===== config.mk =====
export PLATFORM = sky130hd
export DESIGN_NAME = printf_hex_field_formatter_top
export DESIGN_NICKNAME = d
export VERILOG_FILES = /design/src/hexf_pkg.sv /design/src/hexf_front.sv /design/src/hexf_desc_fifo.sv /design/src/hexf_back.sv /design/src/printf_hex_field_formatter_top.sv
export SDC_FILE = /design/constraint.sdc
export NUM_CORES = 1
export LEC_CHECK = 0
export BUFFER_PORTS_ARGS = -buffer_cell sky130_fd_sc_hd__clkbuf_2
export CAP_MARGIN = 30
export CORE_MARGIN = 2
export CORE_UTILIZATION = 45
export DETAILED_ROUTE_END_ITERATION = 6
export HOLD_SLACK_MARGIN = 0.02
export SYNTH_ARGS = -nofsm -noshare
export SYNTH_HDL_FRONTEND = slang
export SYNTH_SLANG_ARGS = --single-unit

===== constraint.sdc =====
create_clock -name clk -period 24.5 [get_ports clk]
set_input_delay 1.225 -clock clk [delete_from_list [all_inputs] [get_ports clk]]
set_output_delay 1.225 -clock clk [all_outputs]
set_load 0.03 [all_outputs]

===== src/hexf_pkg.sv =====
// Shared types, constants and helpers of the hex field formatter.
// Used by hexf_front, hexf_desc_fifo, hexf_back and the top level.
package hexf_pkg;

  // Counts of characters fit in 7 bits for any field width up to 64.
  localparam int CNT_W         = 7;
  localparam int VALUE_W       = 64;
  localparam int NIBBLES       = VALUE_W / 4;
  localparam int NIB_IDX_W     = $clog2(NIBBLES);
  localparam int DEF_MAX_WIDTH = 64;

  // ASCII codes used by the formatter.
  localparam logic [6:0] CHAR_NUL   = 7'h00;
  localparam logic [6:0] CHAR_SPACE = 7'h20;
  localparam logic [6:0] CHAR_ZERO  = 7'h30;
  localparam logic [6:0] CHAR_LX    = 7'h78;
  localparam logic [6:0] CHAR_UX    = 7'h58;
  localparam logic [6:0] CHAR_LA    = 7'h61;
  localparam logic [6:0] CHAR_UA    = 7'h41;

  // One classified field: the value plus the end positions of each segment.
  // Segments in order: leading spaces, prefix, zero fill, digits, trailing spaces.
  typedef struct packed {
    logic [VALUE_W-1:0] value;
    logic               upper;
    logic               empty;
    logic [CNT_W-1:0]   lead_end;
    logic [CNT_W-1:0]   pfx_end;
    logic [CNT_W-1:0]   fill_end;
    logic [CNT_W-1:0]   dig_end;
    logic [CNT_W-1:0]   total;
  } desc_t;

  // ASCII hex digit for one nibble.
  function automatic logic [6:0] hex_char(input logic [3:0] nib, input logic upper);
    logic [6:0] base;
    base = upper ? CHAR_UA : CHAR_LA;
    if (nib < 4'd10) begin
      hex_char = CHAR_ZERO + {3'b000, nib};
    end else begin
      hex_char = base + {3'b000, nib - 4'd10};
    end
  endfunction

endpackage


===== src/hexf_front.sv =====
// Front part of the hex field formatter: classifies one input beat into a
// segment descriptor. Depends on hexf_pkg.
module hexf_front #(
  parameter int MAX_WIDTH = hexf_pkg::DEF_MAX_WIDTH
) (
  input  logic [hexf_pkg::VALUE_W-1:0] value,
  input  logic                         uppercase,
  input  logic                         alt_form,
  input  logic                         zero_pad,
  input  logic                         left_justify,
  input  logic signed [6:0]            precision,
  input  logic [6:0]                   min_width,
  output hexf_pkg::desc_t              desc
);

  localparam logic [hexf_pkg::CNT_W-1:0] PREC_MAX  = hexf_pkg::CNT_W'(MAX_WIDTH - 2);
  localparam logic [hexf_pkg::CNT_W-1:0] WIDTH_MAX = hexf_pkg::CNT_W'(MAX_WIDTH);

  logic                         prec_given;
  logic [hexf_pkg::CNT_W-1:0]   prec;
  logic [hexf_pkg::CNT_W-1:0]   width;
  logic [hexf_pkg::CNT_W-1:0]   nat_len;
  logic [hexf_pkg::CNT_W-1:0]   digits;
  logic [hexf_pkg::CNT_W-1:0]   add;
  logic [hexf_pkg::CNT_W-1:0]   used;
  logic [hexf_pkg::CNT_W-1:0]   total;
  logic [hexf_pkg::CNT_W-1:0]   pad;
  logic [hexf_pkg::CNT_W-1:0]   lead;
  logic [hexf_pkg::CNT_W-1:0]   fill;
  logic                         value_nz;
  logic                         zero_mode;

  // Natural digit count: one past the highest nonzero nibble, at least one.
  always_comb begin
    nat_len = hexf_pkg::CNT_W'(1);
    for (int i = 0; i < hexf_pkg::NIBBLES; i++) begin
      if (value[4*i +: 4] != 4'h0) begin
        nat_len = hexf_pkg::CNT_W'(i + 1);
      end
    end
  end

  // Clamp precision and width, then size each segment of the field.
  always_comb begin
    value_nz   = (value != '0);
    prec_given = ~precision[6];
    prec       = prec_given ? {1'b0, precision[5:0]} : '0;
    if (prec > PREC_MAX) begin
      prec = PREC_MAX;
    end
    width = (min_width > WIDTH_MAX) ? WIDTH_MAX : min_width;

    digits = nat_len;
    if (prec_given && (prec > digits)) begin
      digits = prec;
    end
    if (!value_nz && prec_given && (prec == '0)) begin
      digits = '0;
    end
    add   = (alt_form && value_nz) ? hexf_pkg::CNT_W'(2) : '0;
    used  = digits + add;
    total = (width > used) ? width : used;
    pad   = total - used;

    zero_mode = zero_pad && !prec_given && !left_justify;
    lead      = (!left_justify && !zero_mode) ? pad : '0;
    fill      = zero_mode ? pad : '0;

    desc.value    = value;
    desc.upper    = uppercase;
    desc.empty    = (total == '0);
    desc.lead_end = lead;
    desc.pfx_end  = lead + add;
    desc.fill_end = lead + add + fill;
    desc.dig_end  = lead + add + fill + digits;
    desc.total    = total;
  end

endmodule


===== src/hexf_desc_fifo.sv =====
// Two-entry descriptor queue between the front and back parts.
// Depends on hexf_pkg for the descriptor type.
module hexf_desc_fifo (
  input  logic            clk,
  input  logic            rst_n,
  input  logic            push,
  input  hexf_pkg::desc_t push_data,
  output logic            full,
  input  logic            pop,
  output hexf_pkg::desc_t pop_data,
  output logic            empty
);

  hexf_pkg::desc_t entry_r [2];
  logic            wr_ptr_r;
  logic            rd_ptr_r;
  logic [1:0]      count_r;
  logic            do_push;
  logic            do_pop;

  assign full     = (count_r == 2'd2);
  assign empty    = (count_r == 2'd0);
  assign do_push  = push && !full;
  assign do_pop   = pop && !empty;
  assign pop_data = entry_r[rd_ptr_r];

  // Storage entries carry payload only.
  always_ff @(posedge clk) begin
    if (do_push) begin
      entry_r[wr_ptr_r] <= push_data;
    end
  end

  // Pointers and fill count.
  always_ff @(posedge clk) begin
    if (!rst_n) begin
      wr_ptr_r <= 1'b0;
      rd_ptr_r <= 1'b0;
      count_r  <= 2'd0;
    end else begin
      if (do_push) begin
        wr_ptr_r <= ~wr_ptr_r;
      end
      if (do_pop) begin
        rd_ptr_r <= ~rd_ptr_r;
      end
      if (do_push && !do_pop) begin
        count_r <= count_r + 2'd1;
      end else if (do_pop && !do_push) begin
        count_r <= count_r - 2'd1;
      end
    end
  end

endmodule


===== src/hexf_back.sv =====
// Back part of the hex field formatter: walks one descriptor and emits one
// character per unstalled cycle into its output register. Uses hexf_pkg.
module hexf_back (
  input  logic            clk,
  input  logic            rst_n,
  input  hexf_pkg::desc_t desc_in,
  input  logic            desc_empty,
  output logic            desc_pop,
  output logic [6:0]      out_character,
  output logic            out_last,
  output logic            out_empty_res,
  output logic            out_empty,
  input  logic            out_pop
);

  hexf_pkg::desc_t              desc_r;
  logic                         busy_r;
  logic [hexf_pkg::CNT_W-1:0]   pos_r;
  logic                         out_valid_r;
  logic [6:0]                   out_char_r;
  logic                         out_last_r;
  logic                         out_empty_res_r;

  logic                         step;
  logic [6:0]                   char_nxt;
  logic                         last_nxt;
  logic [hexf_pkg::CNT_W-1:0]   dig_idx;
  logic [3:0]                   nib;

  assign out_empty     = !out_valid_r;
  assign out_character = out_char_r;
  assign out_last      = out_last_r;
  assign out_empty_res = out_empty_res_r;

  // Take a new descriptor only when the previous field is finished.
  assign desc_pop = !busy_r && !desc_empty;
  assign step     = busy_r && (!out_valid_r || out_pop);

  // Character at the current position, chosen by segment.
  always_comb begin
    dig_idx = desc_r.dig_end - hexf_pkg::CNT_W'(1) - pos_r;
    nib     = 4'h0;
    if (dig_idx < hexf_pkg::CNT_W'(hexf_pkg::NIBBLES)) begin
      nib = 4'(desc_r.value >> {dig_idx[hexf_pkg::NIB_IDX_W-1:0], 2'b00});
    end

    priority if (desc_r.empty) begin
      char_nxt = hexf_pkg::CHAR_NUL;
    end else if (pos_r < desc_r.lead_end) begin
      char_nxt = hexf_pkg::CHAR_SPACE;
    end else if (pos_r < desc_r.pfx_end) begin
      if (pos_r == desc_r.lead_end) begin
        char_nxt = hexf_pkg::CHAR_ZERO;
      end else begin
        char_nxt = desc_r.upper ? hexf_pkg::CHAR_UX : hexf_pkg::CHAR_LX;
      end
    end else if (pos_r < desc_r.fill_end) begin
      char_nxt = hexf_pkg::CHAR_ZERO;
    end else if (pos_r < desc_r.dig_end) begin
      char_nxt = hexf_pkg::hex_char(nib, desc_r.upper);
    end else begin
      char_nxt = hexf_pkg::CHAR_SPACE;
    end

    last_nxt = desc_r.empty || (pos_r == desc_r.total - hexf_pkg::CNT_W'(1));
  end

  // Descriptor hold register.
  always_ff @(posedge clk) begin
    if (desc_pop) begin
      desc_r <= desc_in;
    end
  end

  // Output beat register payload.
  always_ff @(posedge clk) begin
    if (step) begin
      out_char_r      <= char_nxt;
      out_last_r      <= last_nxt;
      out_empty_res_r <= desc_r.empty;
    end
  end

  // Sequencer control and output valid.
  always_ff @(posedge clk) begin
    if (!rst_n) begin
      busy_r      <= 1'b0;
      pos_r       <= '0;
      out_valid_r <= 1'b0;
    end else begin
      if (desc_pop) begin
        busy_r <= 1'b1;
        pos_r  <= '0;
      end else if (step) begin
        pos_r <= pos_r + hexf_pkg::CNT_W'(1);
        if (last_nxt) begin
          busy_r <= 1'b0;
        end
      end
      if (step) begin
        out_valid_r <= 1'b1;
      end else if (out_pop) begin
        out_valid_r <= 1'b0;
      end
    end
  end

endmodule


===== src/printf_hex_field_formatter_top.sv =====
// Top level of the printf-style hex field formatter.
// Depends on hexf_pkg, hexf_front, hexf_desc_fifo and hexf_back.
//
// Usage:
//   Input side is a queue: drive the value and flags, raise in_push; the
//   beat is taken at a clock edge where in_push is high and in_full is low.
//   Result side is a queue: while out_empty is low, the oldest character
//   beat is on out_character/out_last/out_empty_res and is taken at an edge
//   where out_pop is high. out_last marks the final character of a field; a
//   field with no characters gives one beat with out_empty_res set.
// When the back part is free, the first character of a field passes from the
//   queue entry through the descriptor hold register to the output register.
// Throughput: the back sequencer sets the rate; it loads a field's
//   descriptor, then emits one character per cycle while the receiver
//   takes them, and loads another descriptor only once the field is done.
// The front classifies in the accept cycle and writes a two-entry queue, so
//   up to two further fields are taken while one is being emitted.
// Reset (rst_n low, synchronous) empties the queue and the output register.
// When the receiver stalls, the current beat holds and the back part pauses.
module printf_hex_field_formatter_top #(
  parameter int MAX_WIDTH = hexf_pkg::DEF_MAX_WIDTH
) (
  input  logic                         clk,
  input  logic                         rst_n,
  input  logic                         in_push,
  output logic                         in_full,
  input  logic [hexf_pkg::VALUE_W-1:0] in_value,
  input  logic                         in_uppercase,
  input  logic                         in_alt_form,
  input  logic                         in_zero_pad,
  input  logic                         in_left_justify,
  input  logic signed [6:0]            in_precision,
  input  logic [6:0]                   in_min_width,
  output logic                         out_empty,
  input  logic                         out_pop,
  output logic [6:0]                   out_character,
  output logic                         out_last,
  output logic                         out_empty_res
);

  hexf_pkg::desc_t front_desc;
  hexf_pkg::desc_t back_desc;
  logic            fifo_empty;
  logic            fifo_pop;

  // Classify the incoming beat.
  hexf_front #(
    .MAX_WIDTH (MAX_WIDTH)
  ) u_front (
    .value        (in_value),
    .uppercase    (in_uppercase),
    .alt_form     (in_alt_form),
    .zero_pad     (in_zero_pad),
    .left_justify (in_left_justify),
    .precision    (in_precision),
    .min_width    (in_min_width),
    .desc         (front_desc)
  );

  // Queue of classified fields.
  hexf_desc_fifo u_fifo (
    .clk       (clk),
    .rst_n     (rst_n),
    .push      (in_push),
    .push_data (front_desc),
    .full      (in_full),
    .pop       (fifo_pop),
    .pop_data  (back_desc),
    .empty     (fifo_empty)
  );

  // Emit characters.
  hexf_back u_back (
    .clk           (clk),
    .rst_n         (rst_n),
    .desc_in       (back_desc),
    .desc_empty    (fifo_empty),
    .desc_pop      (fifo_pop),
    .out_character (out_character),
    .out_last      (out_last),
    .out_empty_res (out_empty_res),
    .out_empty     (out_empty),
    .out_pop       (out_pop)
  );

endmodule


==> reports/summary.txt, run 1 <==
YOSYS
------------------------------------------------------------------------------------------
Number of enable-type register cells in the synthesized netlist .............          309
Avg Synthesized Cell Area ...................................................    15.4 um^2
Leading register cell type out of synthesis .................................     edfxtp_1
Number of different library cells in the post-synthesis netlist .............           62
Ys async rst share ..........................................................           0%
Number of nets produced by synthesis ........................................        1,108
Count of warnings emitted by yosys ..........................................            0
Cell area after synthesis ...................................................  0.0147 mm^2
Synthesized instance count ..................................................          951
Flop and latch count out of synthesis .......................................          322
Share of synthesized area occupied by flip-flops and latches ................        65.1%

WORST SETUP PATH
------------------------------------------------------------------------------------------
Cell with the biggest individual delay on the critical path .................        or4_1
Stage delay of the slowest cell on the critical path ........................      0.61 ns
Crit path DAT ...............................................................     10.82 ns
Worst setup path category ...................................................    in -> reg
Endpoint type of the worst setup path .......................................     register
Top delay family on crit path ............................................... compound AO/OA/AOI/OAI gates
CP Capture Point ............................................................ u_fifo.entry_r[1][12]
Slack of the worst reg-to-reg path ..........................................     20.32 ns
Cell repeated most along the worst path .....................................         ha_1
WP buf/inv ..................................................................            4
Instance count on the critical path .........................................           40
Critical-path maximum fanout ................................................           11
Type of element launching the critical path .................................    input pin
Crit path from .............................................................. in_value[17]
Capture point of the worst reg-to-reg path .................................. u_back.out_character[3]
Depth of the worst register-to-register path ................................           16
Worst path required time ....................................................     24.87 ns
R2r startpoint .............................................................. u_back.pos_r[0]

CLOCK TREE
------------------------------------------------------------------------------------------
Number of clock sinks .......................................................          322
CTS Root Cell ...............................................................    clkbuf_16
Number of levels in the clock H-tree ........................................            2
Quantity of hold-fixing buffers added after cts .............................            0
Post-CTS Setup Repair Bufs ..................................................            0
Total of cells resized after clock tree synthesis ...........................            0
Clock tree buffer depth .....................................................            3
Clock tree from TritonCTS ...................................................        built
Cts bufs inserted ...........................................................           35
Clock latency on the worst-skew pair ........................................      0.52 ns
Clock edge transition at the registers on the reported setup and hold paths .      0.06 ns

CELLS AND AREA
------------------------------------------------------------------------------------------
Filler instances ............................................................        2,717
Most common cell after layout, fill and taps aside ..........................     edfxtp_1
Final nets ..................................................................        1,230
Area growth from synthesis to layout ........................................        14.3%
Final standard cell count with taps included and fillers excluded ...........        1,538
Proportion of layout cells with a drive suffix above 1 ......................        26.7%
Commonest cells after routing, fill and taps aside .......................... edfxtp_1, mux2_2, clkbuf_2, ha_1, inv_1
Area occupied by multi-input gates .......................................... 0.00481 mm^2
Final Instance Area .........................................................  0.0167 mm^2
Number of diodes ............................................................            0
Area taken by flip-flops and latches ........................................ 0.00954 mm^2

TIMING
------------------------------------------------------------------------------------------
Final Worst Setup Slack .....................................................     14.06 ns
RSZ-0062 raised after global routing ........................................           no
Worst slew slack as a fraction of its limit .................................        30.8%
Max-slew violation total from the final report ..............................            0
Setup Total Neg Slack .......................................................         0 ns
Final critical path time including I/O delays and setup .....................     10.44 ns
Number of setup violations in the final report ..............................            0
Slew at the pin with the worst max-slew slack ...............................      1.03 ns
Top achievable clock speed ..................................................     95.7 MHz
Max Clock Skew ..............................................................    0.0155 ns
Share of the clock period used by the worst path after layout ...............        42.6%
Post-Route Hold Slack .......................................................     0.533 ns
Endpoints failing hold ......................................................            0

DIE
------------------------------------------------------------------------------------------
Initial Utilization .........................................................        45.4%
Number of top-level pins ....................................................           97
Chip width ..................................................................       184 um
Die Footprint ...............................................................  0.0340 mm^2
Die boundary height .........................................................       184 um
Count of standard-cell rows .................................................           66
Core box area ...............................................................  0.0323 mm^2

HOLD PATH
------------------------------------------------------------------------------------------
Path type of the worst min-delay path .......................................   reg -> reg
Hold Path Stages ............................................................            2

ROUTING
------------------------------------------------------------------------------------------
Remaining DRCs ..............................................................            0
Detailed-route via count ....................................................        8,197
Drt initial violations ......................................................          577
Detail Route Antenna Nets ...................................................            0
Number of vias per cell after detailed routing ..............................         5.33
TritonRoute pass-1 iters ....................................................            4
Total wire length ...........................................................      30.5 mm
Routed wire per std cell ....................................................      19.8 um

PWR
------------------------------------------------------------------------------------------
Power density relative to cell area .........................................  117 mW/mm^2
Standby leakage power .......................................................      6.20 nW
Worst voltage drop across the vdd grid ......................................  0.0000525 V

GRT
------------------------------------------------------------------------------------------
Combined global-route utilization of all metal layers .......................        18.6%
Maximum number of pins on one net before global-route repair ................           66
Global-route wire length before repair ......................................      47.6 mm
Antenna violations before repair ............................................            0
Number of global-route vias before repair ...................................        8,248
Overflow left after global routing ..........................................            0

PLACE
------------------------------------------------------------------------------------------
DP Area .....................................................................  0.0157 mm^2
Placed cell count ...........................................................        1,477
GPL Wtd Cong ................................................................        0.809
HPWL reported at the end of detailed placement ..............................      20.8 mm
Port-buffer cells ...........................................................           96
Dpl ws ......................................................................     13.56 ns

RUN
------------------------------------------------------------------------------------------
Max-capacitance violation count .............................................            0

OUTCOME
------------------------------------------------------------------------------------------
Status ......................................................................    completed

## logic make-up after synthesis
| group | Yosys count | share of synthesized area, % |
|---|---|---|
| other cells | 1 | 0.0256 |
| flops | 322 | 65.1 |
| simple gates | 174 | 6.47 |
| xor+xnor | 48 | 2.96 |
| compound gates | 117 | 5.45 |
| buf+inv | 83 | 2.17 |
| mux | 135 | 11.6 |
| fa+ha+maj | 71 | 6.27 |
## flip-flops by register name (all words and copies together) (netlist names)
signal	flops
u_fifo.entry_r	200
u_back.desc_r	100
u_back.out_character	7
u_back.pos_r	7
u_fifo.count_r	2
u_back.busy_r	1
u_back.out_empty_res	1
u_back.out_last	1
u_back.out_valid_r	1
u_fifo.rd_ptr_r	1
u_fifo.wr_ptr_r	1
## stage by stage
step	utilization (%)	total power (W)
4_1_cts	51.8	0.00198
2_1_floorplan	-	0.00130
3_5_place_dp	48.7	0.00150
3_3_place_gp	48.6	0.00148
5_1_grt	51.9	0.00207
6_report	51.9	0.00196
## where the power goes
part	total, W	internal [W]	switching, W
Sequential	0.000862	0.000802	0.0000598
Clock	0.000475	0.000270	0.000205
Combinational	0.000619	0.000273	0.000346
## tightest hold or removal path, cell delays in order (launching register included)
cell and delay, ns:
dfxtp_1 0.34, o21ai_0 0.08, a21boi_0 0.07
## cell usage after synthesis, types with 7 or more instances
library cell | n | area share, %
a21o_1 | 19 | 0.97
a21oi_1 | 24 | 0.82
clkbuf_1 | 17 | 0.44
dfxtp_1 | 13 | 1.8
edfxtp_1 | 309 | 63
ha_1 | 67 | 5.7
inv_1 | 61 | 1.6
mux2_2 | 107 | 8.2
mux2i_1 | 11 | 0.75
mux4_2 | 16 | 2.5
nand2_1 | 28 | 0.72
nand2b_1 | 10 | 0.43
nand3_1 | 10 | 0.34
nor2_1 | 45 | 1.2
nor2b_1 | 23 | 0.98
nor3_1 | 8 | 0.27
nor4_1 | 9 | 0.38
o21a_1 | 10 | 0.51
o21ai_0 | 26 | 0.89
o21bai_1 | 7 | 0.36
or4_1 | 8 | 0.41
xnor2_1 | 33 | 2.0
xor2_1 | 14 | 0.84
## worst min path at each step
stage	startpoint	slack [ns]	endpoint
after global routing	u_fifo.entry_r[0][91]	0.56	u_back.desc_r[91]
after global placement	u_back.busy_r	0.50	u_back.out_valid_r
final	u_fifo.count_r[1]	0.53	u_fifo.count_r[1]
after floorplan	u_back.busy_r	0.47	u_back.out_valid_r
after detailed placement	u_fifo.count_r[1]	0.53	u_fifo.count_r[1]
after CTS	u_fifo.count_r[1]	0.54	u_fifo.count_r[1]
## layout make-up
| cell class | instances | area share, % |
|---|---|---|
| clock buffers | 45 | 5.58 |
| clock inverters | 15 | 0.515 |
| inverters | 61 | 1.38 |
| multi-input cells | 546 | 28.7 |
| flip-flops and latches | 322 | 57.0 |
| well taps | 442 | 3.30 |
| repair buffers | 107 | 3.50 |
## routing by layer
layer	vias up	wire [um]	part of all wire, %	GRT usage (%)
met5	-	0	0	0
met4	0	573	1.9	4.51
met3	49	1590	5.2	2.73
met2	212	13600	45	29.1
met1	4072	14700	48	27.4
li1	3864	-	-	-
Note: power is estimated with default switching activity, not from simulation.
==> inputs of run 2 (changes only) <==
==> constraint.sdc (replaced) <==
create_clock -name clk -period 8.39 [get_ports clk]
set_input_delay 0.4195 -clock clk [delete_from_list [all_inputs] [get_ports clk]]
set_output_delay 0.4195 -clock clk [all_outputs]
set_load 0.03 [all_outputs]
==> reports/summary.txt, run 2 (synthesis gave the netlist of run 1 again) <==
OUTCOME
------------------------------------------------------------------------------------------
Status ......................................................................    completed

CELLS AND AREA
------------------------------------------------------------------------------------------
Number of diodes ............................................................            0
Final nets ..................................................................        1,336
Proportion of layout cells with a drive suffix above 1 ......................        37.0%
Area taken by flip-flops and latches ........................................ 0.00954 mm^2
Registers with the highest flip-flop counts ................................. u_fifo.entry_r: 200 flops, u_back.desc_r: 100 flops
Number of flip-flops under the largest register name ........................          200
Final Instance Area .........................................................  0.0179 mm^2
Area growth from synthesis to layout ........................................        22.0%
Commonest cells after routing, fill and taps aside .......................... edfxtp_1, buf_4, mux2_2, clkbuf_2, inv_1
Register name with the most flops ........................................... u_fifo.entry_r
Area occupied by multi-input gates .......................................... 0.00510 mm^2
Filler instances ............................................................        2,589
Final standard cell count with taps included and fillers excluded ...........        1,647
Most common cell after layout, fill and taps aside ..........................     edfxtp_1

CLOCK TREE
------------------------------------------------------------------------------------------
Cts bufs inserted ...........................................................           36
CTS Root Cell ...............................................................    clkbuf_16
Number of clock sinks .......................................................          322
Clock edge transition at the registers on the reported setup and hold paths .      0.06 ns
Number of levels in the clock H-tree ........................................            2
Clock latency on the worst-skew pair ........................................      0.53 ns
Clock tree buffer depth .....................................................            3
Clock tree from TritonCTS ...................................................        built
Quantity of hold-fixing buffers added after cts .............................            0

WORST SETUP PATH
------------------------------------------------------------------------------------------
Capture point of the worst reg-to-reg path .................................. u_back.out_character[3]
Endpoint type of the worst setup path .......................................     register
Type of element launching the critical path .................................    input pin
Depth of the worst register-to-register path ................................           15
Stage delay of the slowest cell on the critical path ........................      0.64 ns
Slack of the worst reg-to-reg path ..........................................      4.09 ns
Critical-path maximum fanout ................................................            4
Worst path required time ....................................................      8.75 ns
Cell with the biggest individual delay on the critical path .................       or4b_2
Crit path from ..............................................................  in_value[5]
Worst setup path category ...................................................    in -> reg
CP Capture Point ............................................................ u_fifo.entry_r[0][12]
Crit path DAT ...............................................................      8.44 ns
R2r startpoint .............................................................. u_back.pos_r[0]

PWR
------------------------------------------------------------------------------------------
Total power .................................................................    0.00592 W
P_sw ........................................................................    0.00184 W
Worst voltage drop across the vdd grid ......................................   0.000131 V
Power density relative to cell area .........................................  331 mW/mm^2
Fraction of power consumed by the clock network .............................        24.8%
Standby leakage power .......................................................      6.80 nW
Internal power ..............................................................    0.00408 W
Sw Ratio ....................................................................        31.1%
Fraction of power consumed by sequential logic ..............................        42.7%
Logic pwr share .............................................................        32.6%

DIE
------------------------------------------------------------------------------------------
Number of top-level pins ....................................................           97
Chip width ..................................................................       184 um
Die Footprint ...............................................................  0.0340 mm^2
Initial Utilization .........................................................        45.4%
Die boundary height .........................................................       184 um
Core box area ...............................................................  0.0323 mm^2
Count of standard-cell rows .................................................           66

ROUTING
------------------------------------------------------------------------------------------
Detailed-route via count ....................................................        8,420
Total wire length ...........................................................      31.3 mm
Detail Route Antenna Nets ...................................................            0
TritonRoute pass-1 iters ....................................................            5
Drt initial violations ......................................................          510
Routed wire per std cell ....................................................      19.0 um
Number of vias per cell after detailed routing ..............................         5.11
Remaining DRCs ..............................................................            0

GRT
------------------------------------------------------------------------------------------
Overflow left after global routing ..........................................            0
Global-route wire length before repair ......................................      49.0 mm
Antenna violations before repair ............................................            0
Number of global-route vias before repair ...................................        8,603
Maximum number of pins on one net before global-route repair ................           57
Combined global-route utilization of all metal layers .......................        19.0%

PLACE
------------------------------------------------------------------------------------------
Placed cell count ...........................................................        1,576
HPWL reported at the end of detailed placement ..............................      21.4 mm
DP Area .....................................................................  0.0165 mm^2
Port-buffer cells ...........................................................           96
GPL Wtd Cong ................................................................        0.834

HOLD PATH
------------------------------------------------------------------------------------------
Path type of the worst min-delay path .......................................    in -> reg

RUN
------------------------------------------------------------------------------------------
Max-capacitance violation count .............................................            0

TIMING
------------------------------------------------------------------------------------------
Slew at the pin with the worst max-slew slack ...............................      1.03 ns
Endpoints failing hold ......................................................            0
Post-Route Hold Slack .......................................................    0.0930 ns
Worst slew slack as a fraction of its limit .................................        31.5%
Final critical path time including I/O delays and setup .....................      8.08 ns
Max Clock Skew ..............................................................    0.0154 ns
Setup Total Neg Slack .......................................................         0 ns
Number of setup violations in the final report ..............................            0
Max-slew violation total from the final report ..............................            0
Top achievable clock speed ..................................................      124 MHz
Share of the clock period used by the worst path after layout ...............        96.3%

run 2: how the worst min path moves through the flow:
| stage | start | endpoint | slack, ns | cells past startpoint |
|---|---|---|---|---|
| after floorplan | u_back.busy_r | u_back.out_valid_r | 0.47 | 1 |
| after global placement | u_back.busy_r | u_back.out_valid_r | 0.50 | 1 |
| after detailed placement | u_back.busy_r | u_back.out_valid_r | 0.50 | 1 |
| after CTS | in_uppercase | u_fifo.entry_r[0][36] | 0.08 | 1 |
| after global routing | in_value[63] | u_fifo.entry_r[1][100] | 0.08 | 1 |
| final | in_uppercase | u_fifo.entry_r[0][36] | 0.09 | 1 |
run 2: repair_timing:
action | CTS | global route
setup endpoints to repair | 0 | 10
resized for setup | 0 | 48
setup buffers | 0 | 6
run 2: power groups by stage:
stage	registers, W	logic (W)	clock network [W]
CTS	0.00253	0.00190	0.00150
floorplan	0.00250	0.00131	0
global placement	0.00255	0.00187	0
global route	0.00257	0.00212	0.00157
finish	0.00253	0.00193	0.00147
detailed placement	0.00256	0.00189	0
run 2: stage by stage:
stage / setup slack [ns] / utilization (%)
after floorplan: 0.0122 / -
after global placement: -0.231 / 51.1
after detailed placement: -0.405 / 51.1
after CTS: 0.0883 / 54.5
after global routing: -0.0659 / 55.4
final: 0.310 / 55.4
run 2: critical path, delay by kind of cell:
kind / cells / cell delay (ns)
adders and majority gates: 9 / 2.33
buffers and inverters: 5 / 0.41
and+or+nand+nor: 11 / 2.21
AOI/OAI and AO/OA: 10 / 1.82
xor gates and xnor gates: 3 / 0.62
muxes: 2 / 0.58
run 2: final cells by class:
cell class	count	share of cell area (%)
clock buffers	47	5.39
clock inverters	17	0.783
inverters	61	1.29
multi-input cells	546	28.5
flip-flops and latches	322	53.3
well taps	442	3.09
repair buffers	212	7.58
run 2: per-layer routing:
layer	up-vias	GRT usage [%]	part of all wire, %
met4	0	3.94	1.2
met3	34	2.79	4.0
met1	4140	27.9	49
met5	-	0	0
li1	4077	-	-
met2	169	30.1	46
